--- src/design/quaternion_alu_top_assert.svh ---
// assertion macros for the quaternion alu top level
// depends on i_clk and i_rst_n being visible where a macro is used
`ifndef QUATERNION_ALU_TOP_ASSERT_SVH
`define QUATERNION_ALU_TOP_ASSERT_SVH

// same-cycle implication, checked outside reset
`define QALU_ASSERT_NOW(label, ante, cons, msg) \
    label: assert property (@(posedge i_clk) disable iff (!i_rst_n) \
        (ante) |-> (cons)) else $error(msg);

// next-cycle implication, checked outside reset
`define QALU_ASSERT_NEXT(label, ante, cons, msg) \
    label: assert property (@(posedge i_clk) disable iff (!i_rst_n) \
        (ante) |=> (cons)) else $error(msg);

`endif

--- src/design/qalu_pkg.sv ---
// shared types, op codes and product wiring tables for the quaternion alu
// no dependencies
`default_nettype none

package qalu_pkg;

    localparam int PART_WIDTH_DEF = 16;
    localparam int FRAC_BITS_DEF  = 8;
    localparam int OP_WIDTH       = 4;
    localparam int NUM_LANES      = 4;

    // operation codes carried in tuser
    typedef enum logic [OP_WIDTH-1:0] {
        OP_ADD        = 4'd0,
        OP_SUB        = 4'd1,
        OP_MUL        = 4'd2,
        OP_CONJ       = 4'd3,
        OP_MODULUS    = 4'd4,
        OP_SCALAR_ADD = 4'd5,
        OP_SCALAR_SUB = 4'd6,
        OP_SCALAR_MUL = 4'd7,
        OP_EQUAL      = 4'd8
    } t_op;

    // what a lane hands to its second stage
    typedef enum logic [1:0] {
        SEL_ZERO,
        SEL_SIMPLE,
        SEL_DOT,
        SEL_SCALE
    } t_lane_sel;

    // per-lane control
    typedef struct packed {
        t_op        op;
        logic       is_real;
        logic [3:0] neg;
    } t_lane_ctl;

    // hamilton product: lane l pairs a[k] with b[l ^ k]
    function automatic logic [1:0] lane_src(input int lane, input int k);
        logic [1:0] l2;
        logic [1:0] k2;
        l2 = lane[1:0];
        k2 = k[1:0];
        return l2 ^ k2;
    endfunction

    // hamilton product: terms that are subtracted, one bit per term
    function automatic logic [3:0] lane_neg(input int lane);
        logic [3:0] m;
        case (lane)
            0:       m = 4'b1110;
            1:       m = 4'b1000;
            2:       m = 4'b0010;
            3:       m = 4'b0100;
            default: m = 4'b0000;
        endcase
        return m;
    endfunction

endpackage

`default_nettype wire

--- src/design/qalu_lane.sv ---
// one lane of the quaternion alu: computes one result part, its clip flag,
// the square of its own a part and the a/b match bit; depends on qalu_pkg
`default_nettype none

module qalu_lane import qalu_pkg::*; #(
    parameter int PART_WIDTH = PART_WIDTH_DEF,
    parameter int FRAC_BITS  = FRAC_BITS_DEF
) (
    input  wire logic                           i_clk,
    input  wire logic                           i_en,
    input  wire t_lane_ctl                      i_ctl,
    input  wire logic signed [PART_WIDTH-1:0]   i_a [4],
    input  wire logic signed [PART_WIDTH-1:0]   i_y [4],
    input  wire logic signed [PART_WIDTH-1:0]   i_a_own,
    input  wire logic signed [PART_WIDTH-1:0]   i_b_own,
    input  wire logic signed [PART_WIDTH-1:0]   i_s,
    output logic signed [PART_WIDTH-1:0]        o_part,
    output logic                                o_sat,
    output logic [2*PART_WIDTH-1:0]             o_sq,
    output logic                                o_eq
);

    localparam int W  = PART_WIDTH;
    localparam int PW = 2 * W;
    localparam int SW = 2 * W + 2;
    localparam int ST = W + 2;

    localparam logic signed [SW-1:0] SUM_MAX  = {{(SW - W + 1){1'b0}}, {(W - 1){1'b1}}};
    localparam logic signed [SW-1:0] SUM_MIN  = ~SUM_MAX;
    localparam logic signed [W-1:0]  PART_MAX = {1'b0, {(W - 1){1'b1}}};
    localparam logic signed [W-1:0]  PART_MIN = {1'b1, {(W - 1){1'b0}}};

    logic signed [W-1:0]  w_mx [4];
    logic signed [W-1:0]  w_my [4];
    logic signed [PW-1:0] n_p [4];
    logic signed [ST-1:0] n_simple;
    t_lane_sel            n_sel;

    logic signed [PW-1:0] r_p [4];
    logic signed [ST-1:0] r_simple;
    t_lane_sel            r_sel;
    logic [3:0]           r_neg;
    logic                 r_eq1;

    logic signed [SW-1:0] w_dot;
    logic signed [SW-1:0] w_val;
    logic signed [W-1:0]  n_part;
    logic                 n_sat;

    // stage 1: operand selection for the multipliers and the add path
    always_comb begin
        for (int k = 0; k < 4; k++) begin
            w_mx[k] = '0;
            w_my[k] = '0;
        end
        n_simple = '0;
        n_sel    = SEL_ZERO;
        case (i_ctl.op)
            OP_ADD: begin
                n_simple = ST'(i_a_own) + ST'(i_b_own);
                n_sel    = SEL_SIMPLE;
            end
            OP_SUB: begin
                n_simple = ST'(i_a_own) - ST'(i_b_own);
                n_sel    = SEL_SIMPLE;
            end
            OP_MUL: begin
                for (int k = 0; k < 4; k++) begin
                    w_mx[k] = i_a[k];
                    w_my[k] = i_y[k];
                end
                n_sel = SEL_DOT;
            end
            OP_CONJ: begin
                n_simple = i_ctl.is_real ? ST'(i_a_own) : -ST'(i_a_own);
                n_sel    = SEL_SIMPLE;
            end
            OP_MODULUS: begin
                // square goes to the merge stage, the part itself is zero
                w_mx[0] = i_a_own;
                w_my[0] = i_a_own;
                n_sel   = SEL_ZERO;
            end
            OP_SCALAR_ADD: begin
                n_simple = i_ctl.is_real ? ST'(i_a_own) + ST'(i_s) : ST'(i_a_own);
                n_sel    = SEL_SIMPLE;
            end
            OP_SCALAR_SUB: begin
                n_simple = i_ctl.is_real ? ST'(i_a_own) - ST'(i_s) : ST'(i_a_own);
                n_sel    = SEL_SIMPLE;
            end
            OP_SCALAR_MUL: begin
                w_mx[0] = i_a_own;
                w_my[0] = i_s;
                n_sel   = SEL_SCALE;
            end
            OP_EQUAL: begin
                n_sel = SEL_ZERO;
            end
            default: begin
                n_sel = SEL_ZERO;
            end
        endcase
        for (int k = 0; k < 4; k++) begin
            n_p[k] = PW'(w_mx[k]) * PW'(w_my[k]);
        end
    end

    always_ff @(posedge i_clk) begin
        if (i_en) begin
            for (int k = 0; k < 4; k++) begin
                r_p[k] <= n_p[k];
            end
            r_simple <= n_simple;
            r_sel    <= n_sel;
            r_neg    <= i_ctl.neg;
            r_eq1    <= (i_a_own == i_b_own);
        end
    end

    // stage 2: signed sum of the four products, floor shift, clip
    always_comb begin
        w_dot = '0;
        for (int k = 0; k < 4; k++) begin
            w_dot = r_neg[k] ? w_dot - SW'(r_p[k]) : w_dot + SW'(r_p[k]);
        end
        case (r_sel)
            SEL_DOT:    w_val = w_dot >>> FRAC_BITS;
            SEL_SCALE:  w_val = SW'(r_p[0]) >>> FRAC_BITS;
            SEL_SIMPLE: w_val = SW'(r_simple);
            default:    w_val = '0;
        endcase
        if (w_val > SUM_MAX) begin
            n_part = PART_MAX;
            n_sat  = 1'b1;
        end else if (w_val < SUM_MIN) begin
            n_part = PART_MIN;
            n_sat  = 1'b1;
        end else begin
            n_part = w_val[W-1:0];
            n_sat  = 1'b0;
        end
    end

    always_ff @(posedge i_clk) begin
        if (i_en) begin
            o_part <= n_part;
            o_sat  <= n_sat;
            o_sq   <= r_p[0];
            o_eq   <= r_eq1;
        end
    end

endmodule

`default_nettype wire

--- config.mk ---
export PLATFORM = sky130hd
export DESIGN_NAME = qalu_lane
export DESIGN_NICKNAME = d
export VERILOG_FILES = /design/src/design/quaternion_alu_top_assert.svh /design/src/design/qalu_pkg.sv /design/src/design/qalu_lane.sv
export SDC_FILE = /design/constraint.sdc
export NUM_CORES = 2
export LEC_CHECK = 0
export ABC_AREA = 1
export BUFFER_PORTS_ARGS = -buffer_cell sky130_fd_sc_hd__buf_2
export CORE_MARGIN = 2
export CORE_UTILIZATION = 65
export CTS_CLUSTER_DIAMETER = 80
export CTS_CLUSTER_SIZE = 12
export DETAILED_ROUTE_END_ITERATION = 6
export GPL_ROUTABILITY_DRIVEN = 0
export MAX_ROUTING_LAYER = met4
export PLACE_DENSITY = 0.83
export REMOVE_ABC_BUFFERS = 1
export SYNTH_ARGS = -nofsm -noshare
export SYNTH_HDL_FRONTEND = slang
export SYNTH_SLANG_ARGS = --single-unit
export TNS_END_PERCENT = 30
--- constraint.sdc ---
create_clock -name i_clk -period 12.25 [get_ports i_clk]
set_clock_uncertainty 0.1 [all_clocks]
set_input_delay 1.225 -clock i_clk [delete_from_list [all_inputs] [get_ports i_clk]]
set_output_delay 1.225 -clock i_clk [all_outputs]
set_load 0.005 [all_outputs]
# [After elaboration in Yosys (flattened, before gate mapping)]
# Memories as Yosys holds them, arrays and structs flattened.
# Cells that the tools add are included.
[word_totals] register_bits=75 mem_bits_rw=128 out_inout_bits=50 wordCells=59 mem_count=1
[op_classes] add_sub_neg=12 n_mul=4 n_lt_le_gt_ge=2 eq_ne=11 n_mux=18 n_reduce_logical=3
[memory_table] name="r_p" words=4 word_bits=32 read_ports=4 rd_clocked_by_memory_dff=0 write_ports=4 line_no="qalu_lane.sv:39" rtl="logic signed [PW-1:0] r_p [4];"
[op_table] operator="34-bit 2-to-1 mux" n=4
[op_table] operator="16-bit by 16-bit multiplier with 32-bit output" n=4
[op_table] operator="34-bit by 32-bit adder with 34-bit output" n=3
[op_table] operator="34-bit case mux with 3 select lines" n=1
[op_table] operator="34-bit by 32-bit subtractor with 34-bit output" n=3
[op_table] operator="48-bit 2-to-1 mux" n=2
[op_table] operator="18-bit case mux with 5 select lines" n=1
[op_table] operator="18-bit 2-to-1 mux" n=3
[op_table] operator="16-bit case mux with 3 select lines" n=1
[op_table] operator="16-bit by 16-bit adder with 17-bit output" n=2
[op_table] operator="34-bit by 16-bit > comparator with 1-bit output (second input constant)" n=1
[op_table] operator="34-bit by 16-bit < comparator with 1-bit output (second input constant)" n=1
[op_table] operator="16-bit by 16-bit subtractor with 17-bit output" n=2
[op_table] operator="1-bit by 32-bit subtractor with 33-bit output (first input constant)" n=1
[op_table] operator="16-bit case mux with 2 select lines" n=1
[op_table] operator="16-bit negator with 18-bit output" n=1
[op_table] operator="16-bit == test" n=1
[op_table] operator="4-bit by 3-bit == test with 1-bit output (second input constant)" n=4
[op_table] operator="16-bit 2-to-1 mux" n=1
[op_table] operator="4-bit by 2-bit == test with 1-bit output (second input constant)" n=2
[op_table] operator="2-bit case mux with 3 select lines" n=1
[op_table] operator="5-bit OR reduction" n=1
[op_table] operator="2-bit == test (second input constant)" n=2
[op_table] operator="4-bit by 1-bit == test with 1-bit output (second input constant)" n=1
[op_table] operator="other kinds (4)" n=6

# [Depth between registers and ports, before layout]
[logic_depth] ltp_word=11 depth_mapped=47 ltp_nobuf=45

# [Worst setup path before layout]
# Ideal clock, no wire load.
[synth_timing] path_kind="input to register" startpoint="input i_ctl[6] in the netlist's numbering" endpoint="memory r_p[2][29] in the netlist's numbering (data pin)" setup_time_ns=0.265 arrival_ns=7.384 path_slack_ns=4.501 path_stages=31 cell_sequence="inv_1 > nor2_1 > inv_1 > nor2_1 > buf_2 > inv_1 > clkbuf_1 > nor2_1 > clkbuf_1 > nand2_1 > fa_1 > inv_1 > fa_1 > inv_1 > fa_1 > inv_1 > fa_1 > inv_1 > fa_1 > inv_1 > fa_1 > ha_1 > a21oi_1 > o21ai_0 > a21oi_1 > o21ai_2 > a21boi_0 > o21bai_1 > a21boi_1 > o21ai_0 > xor2_1"
[synth_rtl] item="start: declaration" line_no="qalu_lane.sv:11" rtl="input wire t_lane_ctl i_ctl,"
[synth_rtl] item="end: declaration" line_no="qalu_lane.sv:39"

==> impl_metrics.yaml <==
worst_setup_path:
  reg2reg_slack_ps: 3860
  slowest_delay_ps: 780
  critPathLaunchType: "input port"
  critPathMostFrequentCell: "fa_1"
  criticalPathCategory: "in -> reg"
  end_kind: "register"
  worst-path-buf-inv: 7
  crit_arrival_ps: 9280
  cp.required_ps: 12410
  critPathTopFamily: "adder cells"
  crit_fanout: 57
  slowest_stage: "o21ai_1"
logic_synthesis:
  synth_edf_count: 203
  ys_seq_elements: 203
  yosysUniqueCellTypes: 62
  syn_area_per_cell_um2: 7.97
  async_flop_share_pct: 0
  syn_inst: 7344
  syn_area_um2: 58600
  ys_warn_count: 0
  ys_seq_area_share_pct: 10.4
  synth_flop_cell: "edfxtp_1"
clock_tree:
  insertion_delay_ps: 530
  cts_max_path_buffers: 3
  cts-resized-gates: 0
  clk_pin_slew_ps: 60
  cts_tree: "yes"
  postCtsSetupRepairBufs: 0
  clkSinkCount: 203
  clock-root-buffer: "clkbuf_16"
  htreeDepth: 1
  cts_hold_buf: 0
  cts_buffers: 21
power_and_ir_drop:
  vdd_drop_max_v: 0.000237
  p_leak_nw: 29.7
  power_density_nw_per_um2: 116
floorplan:
  std_cell_rows: 110
  initial_core_util_pct: 65.4
  die_h_um: 304
  die_x_um: 304
  io_pins: 237
  core_um2: 89600
  die-area_um2: 92500
drt:
  dr_total_vias: 50000
  ant_nets: 0
  drcViolationCount: 45
  wl_um: 159000
  first_iter_violations: 5124
  first_pass_iters: 7
  routed_via_density: 5.77
  routedWlPerCell_um: 18.3
sta:
  setup_viol: 0
  period_needed_ps: 9120
  final_hold_viol_count: 0
  fin_setup_tns_ps: 0
  rsz0062_at_grt: "false"
  drv_slew: 0
  timing.hold.ws_ps: 332
  max_freq_mhz: 110
  relSlewSlack_pct: 4.32
  worst_pin_slew_ps: 1430
  final.period_utilization_pct: 74.5
global_route:
  grt_use_total_pct: 36.2
  grt_pass1_vias: 52000
  antenna_found_initial: 2
  overflow: 0
  grt_max_degree: 85
  grt_first_pass_wirelength_um: 261000
status:
  status: "complete, but fails checks"
  failed_checks: "design-rule violations"
layout:
  drive_gt1_share_pct: 4.92
  final_cell_mix: "1796 x inv_1, 1356 x nand2_1, 1058 x fa_1, 725 x nor2_1, 491 x ha_1"
  syn_to_final_growth_pct: 4.89
  layout_commonest_cell: "inv_1"
  fin_nets: 9216
  multi_input_area_um2: 45100
  fillers: 7054
  post-route-util_pct: 68.6
  register_area_um2: 6100
placed_design:
  io_buffer_count: 236
  dp_hpwl_um: 136000
worst_hold_path:
  hold_path.class: "reg -> reg"
job:
  cap_violations: 0
==> cells by family (layout without fill, tap and decap cells) <==
logic type                 Yosys count  in the layout  synth area share, %
DFF                                203            203                 10.4
buffers and inverters             1961           2100                 12.6
and+or+nand+nor                   2445           2445                 17.0
AOI/OAI and AO/OA                  846            846                 8.27
xor gates and xnor gates           340            340                 5.09
other                                0              3                    0
adders and majority gates         1549           1549                 46.7
==> state kept, by name (all words and copies together), names as in the netlist <==
signal,count
r_neg,4
o_eq,1
o_sq,32
r_simple,18
o_sat,1
r_eq1,1
o_part,16
r_sel,2
r_p,128
==> synth_stat cells, types with 3 or more instances <==
| master | number | area share, % |
|---|---|---|
| a211oi_1 | 4 | 0.051 |
| a21boi_0 | 15 | 0.19 |
| a21boi_1 | 10 | 0.13 |
| a21o_1 | 21 | 0.27 |
| a21oi_1 | 355 | 3.0 |
| a21oi_2 | 6 | 0.090 |
| a221oi_1 | 5 | 0.075 |
| a31oi_1 | 40 | 0.43 |
| a41oi_1 | 3 | 0.045 |
| and3_1 | 3 | 0.032 |
| buf_1 | 18 | 0.12 |
| buf_2 | 10 | 0.085 |
| clkbuf_1 | 122 | 0.78 |
| clkinv_1 | 8 | 0.051 |
| edfxtp_1 | 203 | 10 |
| fa_1 | 1058 | 36 |
| ha_1 | 491 | 10 |
| inv_1 | 1797 | 12 |
| inv_2 | 3 | 0.019 |
| nand2_1 | 1356 | 8.7 |
| nand2_2 | 10 | 0.11 |
| nand3_1 | 183 | 1.6 |
| nand3_2 | 8 | 0.14 |
| nand3b_1 | 5 | 0.064 |
| nand4_1 | 36 | 0.38 |
| nor2_1 | 726 | 4.7 |
| nor2_2 | 12 | 0.13 |
| nor2_4 | 4 | 0.077 |
| nor3_1 | 50 | 0.43 |
| nor3_2 | 11 | 0.19 |
| nor4_1 | 23 | 0.25 |
| o2111ai_1 | 4 | 0.060 |
| o211ai_1 | 14 | 0.18 |
| o21a_1 | 30 | 0.38 |
| o21ai_0 | 215 | 1.8 |
| o21ai_1 | 44 | 0.38 |
| o21ai_2 | 5 | 0.075 |
| o21bai_1 | 25 | 0.32 |
| o221ai_1 | 21 | 0.31 |
| o22ai_1 | 7 | 0.075 |
| o311ai_0 | 4 | 0.060 |
| o31ai_1 | 9 | 0.12 |
| or2_2 | 9 | 0.096 |
| xnor2_1 | 122 | 1.8 |
| xor2_1 | 218 | 3.3 |
==> power breakdown <==
part / leakage [nW] / internal, mW / switching (mW) / total (mW)
clock network: 0.266 / 0.306 / 0.260 / 0.566
registers: 1.95 / 0.915 / 0.103 / 1.02
logic: 27.4 / 1.87 / 3.69 / 5.57
total: 29.7 / 3.10 / 4.05 / 7.15
==> worst register-to-register path: cells and delay by family (launching register included) <==
family | cells | cell delay, ps
AO/OA/AOI/OAI | 12 | 2290
XOR/XNOR | 3 | 810
adder cells (fa/ha/maj) | 3 | 1140
buffers and inverters | 3 | 790
flip-flops | 1 | 710
AND/OR/NAND/NOR | 18 | 2320
==> per-stage QoR <==
step / setup WS (ps) / power, mW / instances / cell area [µm²]
3_3_place_gp: 2870 / 6.26 / 8633 / 60900
6_report: 3130 / 7.15 / 8662 / 61400
5_1_grt: 2730 / 7.79 / 8661 / 61400
4_1_cts: 3230 / 6.98 / 8659 / 61400
2_1_floorplan: 1930 / 4.92 / 7191 / 58000
3_5_place_dp: 2710 / 6.38 / 8633 / 60900
==> path summary, 6_finish.rpt <==
check / start / endpoint / depth (start not counted)
hold / removal: r_eq1$_DFFE_PP_ / o_eq$_DFFE_PP_ / 0
setup / recovery: i_ctl[6] / r_p[0][31]$_DFFE_PP_ / 27
hold reg to reg: r_eq1$_DFFE_PP_ / o_eq$_DFFE_PP_ / 0
setup reg to reg: r_neg[1]$_DFFE_PP_ / o_part[1]$_SDFFCE_PN1P_ / 39
==> area by class of cell <==
type                            instances  share of cell area (%)
Multi-Input combinational cell       5180                    73.4
Inverter                             1808                    11.0
Sequential cell                       203                    9.92
Tap cell                             1176                    2.40
Timing Repair Buffer                  266                    2.30
Clock buffer                           22                   0.862
Clock inverter                          4                  0.0448
Antenna cell                            3                  0.0122
==> per-layer routing <==
layer  vias up  share of wire (%)  track usage [%]
met4         0                6.9             19.5
met3       709                 11             7.03
li1      22500                  -                -
met2      2921                 45             56.0
met1     23800                 37             45.3
met5         -                  0                -
(Power assumes the default switching activity.)
