**src/design/quaternion_alu_top_assert.svh**
```systemverilog
// assertion macros for the quaternion alu top level
// depends on i_clk and i_rst_n being visible where a macro is used
`ifndef QUATERNION_ALU_TOP_ASSERT_SVH
`define QUATERNION_ALU_TOP_ASSERT_SVH

// same-cycle implication, checked outside reset
`define QALU_ASSERT_NOW(label, ante, cons, msg) \
    label: assert property (@(posedge i_clk) disable iff (!i_rst_n) \
        (ante) |-> (cons)) else $error(msg);

// next-cycle implication, checked outside reset
`define QALU_ASSERT_NEXT(label, ante, cons, msg) \
    label: assert property (@(posedge i_clk) disable iff (!i_rst_n) \
        (ante) |=> (cons)) else $error(msg);

`endif

```
**src/design/qalu_pkg.sv**
```systemverilog
// shared types, op codes and product wiring tables for the quaternion alu
// no dependencies
`default_nettype none

package qalu_pkg;

    localparam int PART_WIDTH_DEF = 16;
    localparam int FRAC_BITS_DEF  = 8;
    localparam int OP_WIDTH       = 4;
    localparam int NUM_LANES      = 4;

    // operation codes carried in tuser
    typedef enum logic [OP_WIDTH-1:0] {
        OP_ADD        = 4'd0,
        OP_SUB        = 4'd1,
        OP_MUL        = 4'd2,
        OP_CONJ       = 4'd3,
        OP_MODULUS    = 4'd4,
        OP_SCALAR_ADD = 4'd5,
        OP_SCALAR_SUB = 4'd6,
        OP_SCALAR_MUL = 4'd7,
        OP_EQUAL      = 4'd8
    } t_op;

    // what a lane hands to its second stage
    typedef enum logic [1:0] {
        SEL_ZERO,
        SEL_SIMPLE,
        SEL_DOT,
        SEL_SCALE
    } t_lane_sel;

    // per-lane control
    typedef struct packed {
        t_op        op;
        logic       is_real;
        logic [3:0] neg;
    } t_lane_ctl;

    // hamilton product: lane l pairs a[k] with b[l ^ k]
    function automatic logic [1:0] lane_src(input int lane, input int k);
        logic [1:0] l2;
        logic [1:0] k2;
        l2 = lane[1:0];
        k2 = k[1:0];
        return l2 ^ k2;
    endfunction

    // hamilton product: terms that are subtracted, one bit per term
    function automatic logic [3:0] lane_neg(input int lane);
        logic [3:0] m;
        case (lane)
            0:       m = 4'b1110;
            1:       m = 4'b1000;
            2:       m = 4'b0010;
            3:       m = 4'b0100;
            default: m = 4'b0000;
        endcase
        return m;
    endfunction

endpackage

`default_nettype wire

```
**src/design/qalu_sqrt.sv**
```systemverilog
// pipelined integer square root, one root bit per stage
// depends on qalu_pkg for the default input width
`default_nettype none

module qalu_sqrt import qalu_pkg::*; #(
    parameter int IN_W = 2 * PART_WIDTH_DEF + 2
) (
    input  wire logic                  i_clk,
    input  wire logic                  i_en,
    input  wire logic [IN_W-1:0]       i_n,
    output logic [IN_W/2-1:0]          o_root
);

    localparam int ROOT_W = IN_W / 2;
    localparam int REM_W  = ROOT_W + 2;

    logic [REM_W-1:0]  r_rem [ROOT_W];
    logic [ROOT_W-1:0] r_q   [ROOT_W];
    logic [IN_W-1:0]   r_n   [ROOT_W];

    for (genvar k = 0; k < ROOT_W; k++) begin : g_stage
        logic [REM_W-1:0]  w_rem_in;
        logic [ROOT_W-1:0] w_q_in;
        logic [IN_W-1:0]   w_n_in;
        logic [REM_W-1:0]  w_rem_sh;
        logic [REM_W-1:0]  w_trial;
        logic              w_ge;

        if (k == 0) begin : g_first
            assign w_rem_in = '0;
            assign w_q_in   = '0;
            assign w_n_in   = i_n;
        end else begin : g_next
            assign w_rem_in = r_rem[k-1];
            assign w_q_in   = r_q[k-1];
            assign w_n_in   = r_n[k-1];
        end

        // bring down the next two radicand bits and try the next root bit
        always_comb begin
            w_rem_sh = {w_rem_in[REM_W-3:0], w_n_in[IN_W-1 -: 2]};
            w_trial  = {w_q_in, 2'b01};
            w_ge     = (w_rem_sh >= w_trial);
        end

        always_ff @(posedge i_clk) begin
            if (i_en) begin
                r_rem[k] <= w_ge ? w_rem_sh - w_trial : w_rem_sh;
                r_q[k]   <= {w_q_in[ROOT_W-2:0], w_ge};
                r_n[k]   <= w_n_in << 2;
            end
        end
    end

    assign o_root = r_q[ROOT_W-1];

endmodule

`default_nettype wire

```
**src/design/qalu_merge.sv**
```systemverilog
// merge stage: combines lane parts, flags and squares, runs the modulus root
// and picks the final result by op; depends on qalu_pkg and qalu_sqrt
`default_nettype none

module qalu_merge import qalu_pkg::*; #(
    parameter int PART_WIDTH = PART_WIDTH_DEF
) (
    input  wire logic                          i_clk,
    input  wire logic                          i_en,
    input  wire t_op                           i_op,
    input  wire logic signed [PART_WIDTH-1:0]  i_part [4],
    input  wire logic [3:0]                    i_sat,
    input  wire logic [2*PART_WIDTH-1:0]       i_sq [4],
    input  wire logic [3:0]                    i_eq,
    output logic [4*PART_WIDTH-1:0]            o_parts,
    output logic                               o_equal,
    output logic                               o_sat
);

    localparam int W      = PART_WIDTH;
    localparam int SW     = 2 * W + 2;
    localparam int ROOT_W = SW / 2;
    localparam int LAST   = ROOT_W - 1;

    localparam logic [W-1:0] PART_MAX = {1'b0, {(W - 1){1'b1}}};

    logic [SW-1:0]     r_sum;
    logic [4*W-1:0]    r_parts;
    logic              r_sat;
    logic              r_eq;
    t_op               r_op;

    logic [4*W-1:0]    r_d_parts [ROOT_W];
    logic              r_d_sat   [ROOT_W];
    logic              r_d_eq    [ROOT_W];
    t_op               r_d_op    [ROOT_W];

    logic [ROOT_W-1:0] w_root;
    logic              w_root_ovf;
    logic [W-1:0]      w_root_clip;

    // combine the lanes: sum of squares, clip flags, part matches
    always_ff @(posedge i_clk) begin
        if (i_en) begin
            r_sum   <= SW'(i_sq[0]) + SW'(i_sq[1]) + SW'(i_sq[2]) + SW'(i_sq[3]);
            r_parts <= {i_part[3], i_part[2], i_part[1], i_part[0]};
            r_sat   <= |i_sat;
            r_eq    <= &i_eq;
            r_op    <= i_op;
        end
    end

    qalu_sqrt #(
        .IN_W (SW)
    ) u_sqrt (
        .i_clk  (i_clk),
        .i_en   (i_en),
        .i_n    (r_sum),
        .o_root (w_root)
    );

    // hold the other results while the root is worked out
    always_ff @(posedge i_clk) begin
        if (i_en) begin
            r_d_parts[0] <= r_parts;
            r_d_sat[0]   <= r_sat;
            r_d_eq[0]    <= r_eq;
            r_d_op[0]    <= r_op;
            for (int i = 1; i < ROOT_W; i++) begin
                r_d_parts[i] <= r_d_parts[i-1];
                r_d_sat[i]   <= r_d_sat[i-1];
                r_d_eq[i]    <= r_d_eq[i-1];
                r_d_op[i]    <= r_d_op[i-1];
            end
        end
    end

    // root above the part range clips
    assign w_root_ovf  = |w_root[ROOT_W-1:W-1];
    assign w_root_clip = w_root_ovf ? PART_MAX : w_root[W-1:0];

    // final pick by op
    always_comb begin
        case (r_d_op[LAST])
            OP_MODULUS: begin
                o_parts = {{(3 * W){1'b0}}, w_root_clip};
                o_sat   = w_root_ovf;
                o_equal = 1'b0;
            end
            OP_EQUAL: begin
                o_parts = '0;
                o_sat   = 1'b0;
                o_equal = r_d_eq[LAST];
            end
            default: begin
                o_parts = r_d_parts[LAST];
                o_sat   = r_d_sat[LAST];
                o_equal = 1'b0;
            end
        endcase
    end

endmodule

`default_nettype wire

```
**config.mk**
```make
export PLATFORM = sky130hd
export DESIGN_NAME = qalu_merge
export DESIGN_NICKNAME = d
export VERILOG_FILES = /design/src/design/quaternion_alu_top_assert.svh /design/src/design/qalu_pkg.sv /design/src/design/qalu_sqrt.sv /design/src/design/qalu_merge.sv
export SDC_FILE = /design/constraint.sdc
export NUM_CORES = 2
export LEC_CHECK = 0
export ABC_AREA = 1
export BUFFER_PORTS_ARGS = -buffer_cell sky130_fd_sc_hd__buf_2
export CAP_MARGIN = 20
export CORE_UTILIZATION = 45
export DETAILED_ROUTE_END_ITERATION = 10
export GPL_ROUTABILITY_DRIVEN = 0
export GPL_TIMING_DRIVEN = 0
export PLACE_DENSITY_LB_ADDON = 0.05
export SKIP_CTS_REPAIR_TIMING = 1
export SYNTH_ARGS = -nofsm -noshare
export SYNTH_HDL_FRONTEND = slang
export SYNTH_HIERARCHICAL = 1
export SYNTH_SLANG_ARGS = --single-unit
```
**constraint.sdc**
```tcl
create_clock -name i_clk -period 3.1 [get_ports i_clk]
set_input_delay 0.62 -clock i_clk [delete_from_list [all_inputs] [get_ports i_clk]]
set_output_delay 0.62 -clock i_clk [all_outputs]
set_load 0.03 [all_outputs]
```
=== Word level (Yosys, flattened, before mapping) ===
Memories as Yosys holds them, arrays and structs flattened.
Index checks and enable logic that the tools add are counted.

* Register bits: 104
* Bits in latches: 0
* ROM bits: 0
* Logic and storage cells: 77
* Output and inout port bits: 66
* Memory bits (writable): 2346
* Memories kept: 7

{| class="wikitable"
|+ Memory list
! memory !! words !! bits a word !! rd ports !! clocked after Yosys merged registers in !! write ports !! RTL line !! RTL
|-
| r_d_parts || 17 || 64 || 17 || 0 || 17 || qalu_merge.sv:33 || <nowiki>logic [4*W-1:0] r_d_parts [ROOT_W];</nowiki>
|-
| u_sqrt.r_n || 17 || 32 || 16 || 0 || 17 || qalu_sqrt.sv:19 || <nowiki>logic [IN_W-1:0] r_n [ROOT_W];</nowiki>
|-
| u_sqrt.r_rem || 17 || 19 || 16 || 0 || 17 || qalu_sqrt.sv:17 || <nowiki>logic [REM_W-1:0] r_rem [ROOT_W];</nowiki>
|-
| u_sqrt.r_q || 17 || 17 || 17 || 0 || 17 || qalu_sqrt.sv:18 || <nowiki>logic [ROOT_W-1:0] r_q [ROOT_W];</nowiki>
|-
| r_d_op || 17 || 4 || 17 || 0 || 17 || qalu_merge.sv:36 || <nowiki>t_op r_d_op [ROOT_W];</nowiki>
|-
| r_d_eq || 17 || 1 || 17 || 0 || 17 || qalu_merge.sv:35 || <nowiki>logic r_d_eq [ROOT_W];</nowiki>
|-
| +1 memories || - || - || - || - || - || - ||
|}

* Eq/ne operators: 2
* Muxes and demuxes: 23
* Div/mod/pow operators: 0
* $mul: 0
* Bitwise operators: 0
* Magnitude comparators: 17
* Shift operators: 0
* Add/sub/neg operators: 20
* Reductions and logical operators: 3

{| class="wikitable"
|+ Operators by type and width
! kind !! number
|-
| $mux 19 || 17
|-
| $ge 19x19->1 || 16
|-
| $sub 19x19->19 || 16
|-
| $pmux 64 s2 || 1
|-
| $add 33x32->34 || 1
|-
| $add 34x32->34 || 1
|-
| $add 32x32->33 || 1
|-
| $mux 16 || 1
|-
| $eq 4x3->1 const B || 1
|-
| $eq 4x4->1 const B || 1
|-
| $reduce_and 4->1 || 1
|-
| $reduce_or 4->1 || 1
|-
| $mux 1 || 3
|-
| $sub 2x1->3 const B || 1
|-
| $ge 2x1->1 const B || 1
|-
| $pmux 1 s2 || 1
|-
| $reduce_or 2->1 || 1
|}

=== Longest topological paths before layout ===
An unclocked memory read counts as a cell.

* Depth after elaboration: 4
* Gate-level depth with buffers: 16
* Mapped depth without buffers: 16

=== By module ===
Netlist, hierarchy kept.

{| class="wikitable"
|+ By module, submodules not included
! module !! instances !! sequential area each (um2) !! cells an instance !! area an instance (um2)
|-
| qalu_merge || 1 || 38857.3 || 2208 || 43897.1
|-
| qalu_sqrt || 1 || 20389.6 || 3800 || 35716.8
|}

=== Least setup slack after synthesis ===
Ideal clock, no wire load.

* Path type: input port to flip-flop
* Start point: input port i_sq[1] (netlist name)
* End point: register r_sum[29], data pin
* Path slack: -131 ps
* Cell stages on the path: 16
* Library setup time: 252 ps
* Path buffers: 0
* Data arrival time: 2978 ps
* Path through: inv_1 fa_1 inv_1 fa_1 ha_1 fa_1 nand3_1 nand3_2 nand2_1 nand2_2 nand2_1 nand2_2 nand2_1 nand2_1 nand2_1 nand2_1

* Word-level cells in the longest chain between the ends: 1

{| class="wikitable"
|+ RTL lines
! what !! RTL line !! RTL
|-
| start, declared || qalu_merge.sv:13 || <nowiki>input wire logic [2*PART_WIDTH-1:0] i_sq [4],</nowiki>
|-
| $add 34x32->34 || qalu_merge.sv:45 || <nowiki>r_sum <= SW'(i_sq[0]) + SW'(i_sq[1]) + SW'(i_sq[2]) + SW'(i_sq[3]);</nowiki>
|-
| end signal, assigned || qalu_merge.sv:45 ||
|-
| end, declared || qalu_merge.sv:27 || <nowiki>logic [SW-1:0] r_sum;</nowiki>
|}

Every way passes these cells.
A chain may end at the register's enable or synchronous reset.

==> impl_metrics.tcl <==
set metrics [dict create \
    status "finished, final reports clean" \
    drt_pass1_iterations 6 \
    whs_ns 0.0668 \
    worst_slack_ns 0.104 \
    dp.cells 8630 \
    post-place-ws_ns -0.850 \
    fin_crit_sh 0.966 \
    vias 42200 \
    dieArea_mm2 0.179 \
    grt_pass1_wl_um 208000 \
    slew_violations 0 \
    htreeDepth 4 \
    met1Wirelength_um 55300 \
    routed.top_layer "met4" \
    fin_tns_setup_ns 0 \
    setup_viol 0 \
    synth_seq_area_share 0.744 \
    insertion_delay_ns 0.83 \
    synthAdderAreaFrac 0.0480 \
    core_mm2 0.176 \
    start_kind "flip-flop" \
    yosys.area.top_type "edfxtp_1" \
    area_growth_pct 15.1 \
    final_net_count 7042 \
    hold_class "primary input to flip-flop" \
    start_util 0.453 \
    std_cell_rows 154 \
    ant_nets 0 \
    antenna_found_initial 0 \
    syn_nets 6481 \
    fin_crit_ns 3.00 \
    synth_top_cells_by_area "edfxtp_1 (74%), nand2_1 (7.0%), inv_1 (4.9%)" \
    synthSimpleGateAreaFrac 0.124 \
    dr_wl_met3_um 4890 \
    wire_per_inst_um 14.3 \
    synth_ff_type "edfxtp_1" \
    fmax_mhz 334 \
    routed_wl_um 130000 \
    drive_above_1_share 0.117 \
    worstPathCellList "inv_4 -> nor2_2 -> nand2_4 -> clkinvlp_4 -> buf_6 -> o21ai_0 -> nand2_1 -> buf_2" \
    postSynthCellCount 6008 \
    path_max_fanout 10 \
    pin_count 272 \
    synth.avg_cell_area_um2 13.3 \
    cp_data_arrival_time_ns 2.38 \
    crit_type "flip-flop to output port" \
    cts_tree "built" \
    hpwl_um 87500 \
    ys_warn_count 6 \
    tightest_slew_ns 1.02 \
    critPathCaptureType "output port" \
    drt_iter0_drc 2815 \
    die_w_um 423 \
    cts_buffers 198 \
    final_cell_count_no_fill 9073 \
    synth_edf_count 1973 \
    powerDensity_mw_per_mm2 706 \
    synth_cell_types 50 \
    cap_violations 0 \
    diodes 0 \
    cts.path.max_buffers 3 \
    hold_viol_final 0 \
    die_y_um 423 \
    async_flop_share 0 \
    skew_ns 0.0663 \
    max_stage_delay_ns 0.46 \
    viasPerCell 4.65 \
    muxShareOfSynthArea 0 \
    ys_ff_latch 1973 \
    yosys.area_share.xor_xnor 0.0119 \
    overflow 0 \
    synth_compound_area_frac 0.0177 \
    nFillCells 15000 \
    grtUsageTotal 0.145 \
    clock-sinks 1973 \
    stdcell_area_mm2 0.0916 \
    grt_pass1_vias 41200 \
    rsz0062_at_grt "true" \
    synth_top_area_frac 0.744 \
    drc 0 \
    post_dp_cell_area_mm2 0.0842 \
    critPathRequiredTime_ns 2.48 \
    wl_met2_um 65300 \
    grt_start_max_net_pins 187 \
    relSlewSlack 0.323 \
    power.leakage_uw 0.0381 \
    ir_worst_vdd_mv 0.498 \
    clk_pin_slew_ns 0.06 \
    synth_top_family_by_area "simple AND/OR/NAND/NOR gates" \
    syn-cell-area_mm2 0.0796 \
    port-buffer-count 271 \
    cts_root_buf "clkbuf_16" \
    crit_slowest_cell "edfxtp_1" \
]
-- registers in the layout, summed over array words and instances (netlist names) --
name,count
r_d_sat,17
r_sum,34
u_sqrt/r_q,153
r_d_op,68
r_d_eq,17
r_eq,1
r_sat,1
r_parts,64
r_op,4
u_sqrt/r_rem,254
u_sqrt/r_n,272
r_d_parts,1088
-- layout make-up --
| class | count | area, µm² | share of cell area |
|---|---|---|---|
| plain buffers | 46 | 374 | 0.00408 |
| clock buffers | 244 | 5130 | 0.0560 |
| clock inverters | 120 | 1240 | 0.0136 |
| inverters | 1051 | 3960 | 0.0432 |
| multi-input cells | 2939 | 16200 | 0.177 |
| flip-flops and latches | 1973 | 59200 | 0.647 |
| well taps | 2340 | 2930 | 0.0320 |
| repair buffers | 360 | 2550 | 0.0278 |
-- critical path, delay by kind of cell, from the launching register on --
family	cells	cell delay [ns]
flip-flops	1	0.46
buffers and inverters	4	0.68
AND/OR/NAND/NOR	3	0.30
AO/OA/AOI/OAI	1	0.10
-- layout by cell type (no fill, tap or decap), types with 38 or more instances in the layout --
master and instances:
edfxtp_1 1973, clkbuf_1 49, nand2_2 44, nor2_2 38, nand2_1 1477, buf_2 264, nor3_1 38, fa_1 63
clkinv_1 45, inv_1 1036, nand4_1 97, o21ai_0 64, nand3_1 237, xor2_1 79, a21oi_1 141, dlygate4sd3_1 67
clkbuf_16 199, ha_1 202, nor2_1 272
-- routing by layer --
metal	vias to the layer above	track usage
li1	21400	-
met1	19900	0.178
met2	678	0.252
met3	267	0.0261
met4	0	0.0617
met5	-	0
-- cell usage after synthesis, drive strengths merged, types with 2 or more instances --
cell	n
o21ai	92
a211oi	2
o21bai	8
a21oi	150
and2	5
nand4	98
xor2	79
buf	41
nand2	1529
nand3	255
fa	64
or2	17
inv	1051
clkbuf	5
nor3	46
nor2	323
nand3b	25
ha	203
a21o	5
o21a	2
xnor2	29
edfxtp	1973
-- logic make-up after synthesis --
kind of cell | Yosys count
AND/OR/NAND/NOR | 2301
adder cells (fa/ha/maj) | 267
flip-flops | 1973
other | 1
XOR/XNOR | 108
AO/OA/AOI/OAI | 261
buffers and inverters | 1097
-- through the flow --
step | util | power, µW
after floorplan | - | 39300
after global placement | 0.477 | 43500
after detailed placement | 0.479 | 42300
after CTS | 0.515 | 65700
after global routing | 0.521 | 68200
final | 0.521 | 64700
-- power breakdown --
part / leakage (µW) / switching (µW) / internal (µW)
combinational: 0.0158 / 5510 / 2890
sequential: 0.0192 / 918 / 32400
clock: 0.00308 / 9820 / 13200
total: 0.0381 / 16300 / 48500
-- final timing paths --
kind / start / endpoint / slack, ns / cells past startpoint
max: r_d_op[16][2] / o_parts[7] / 0.10 / 8
min: i_part[14] / r_parts[62] / 0.07 / 1
max reg2reg: u_sqrt/r_rem[0][139] / u_sqrt/r_rem[0][159] / 0.75 / 11
min reg2reg: u_sqrt/r_n[0][1] / u_sqrt/r_n[0][33] / 0.36 / 0
Note: power is estimated with default switching activity, not from simulation.
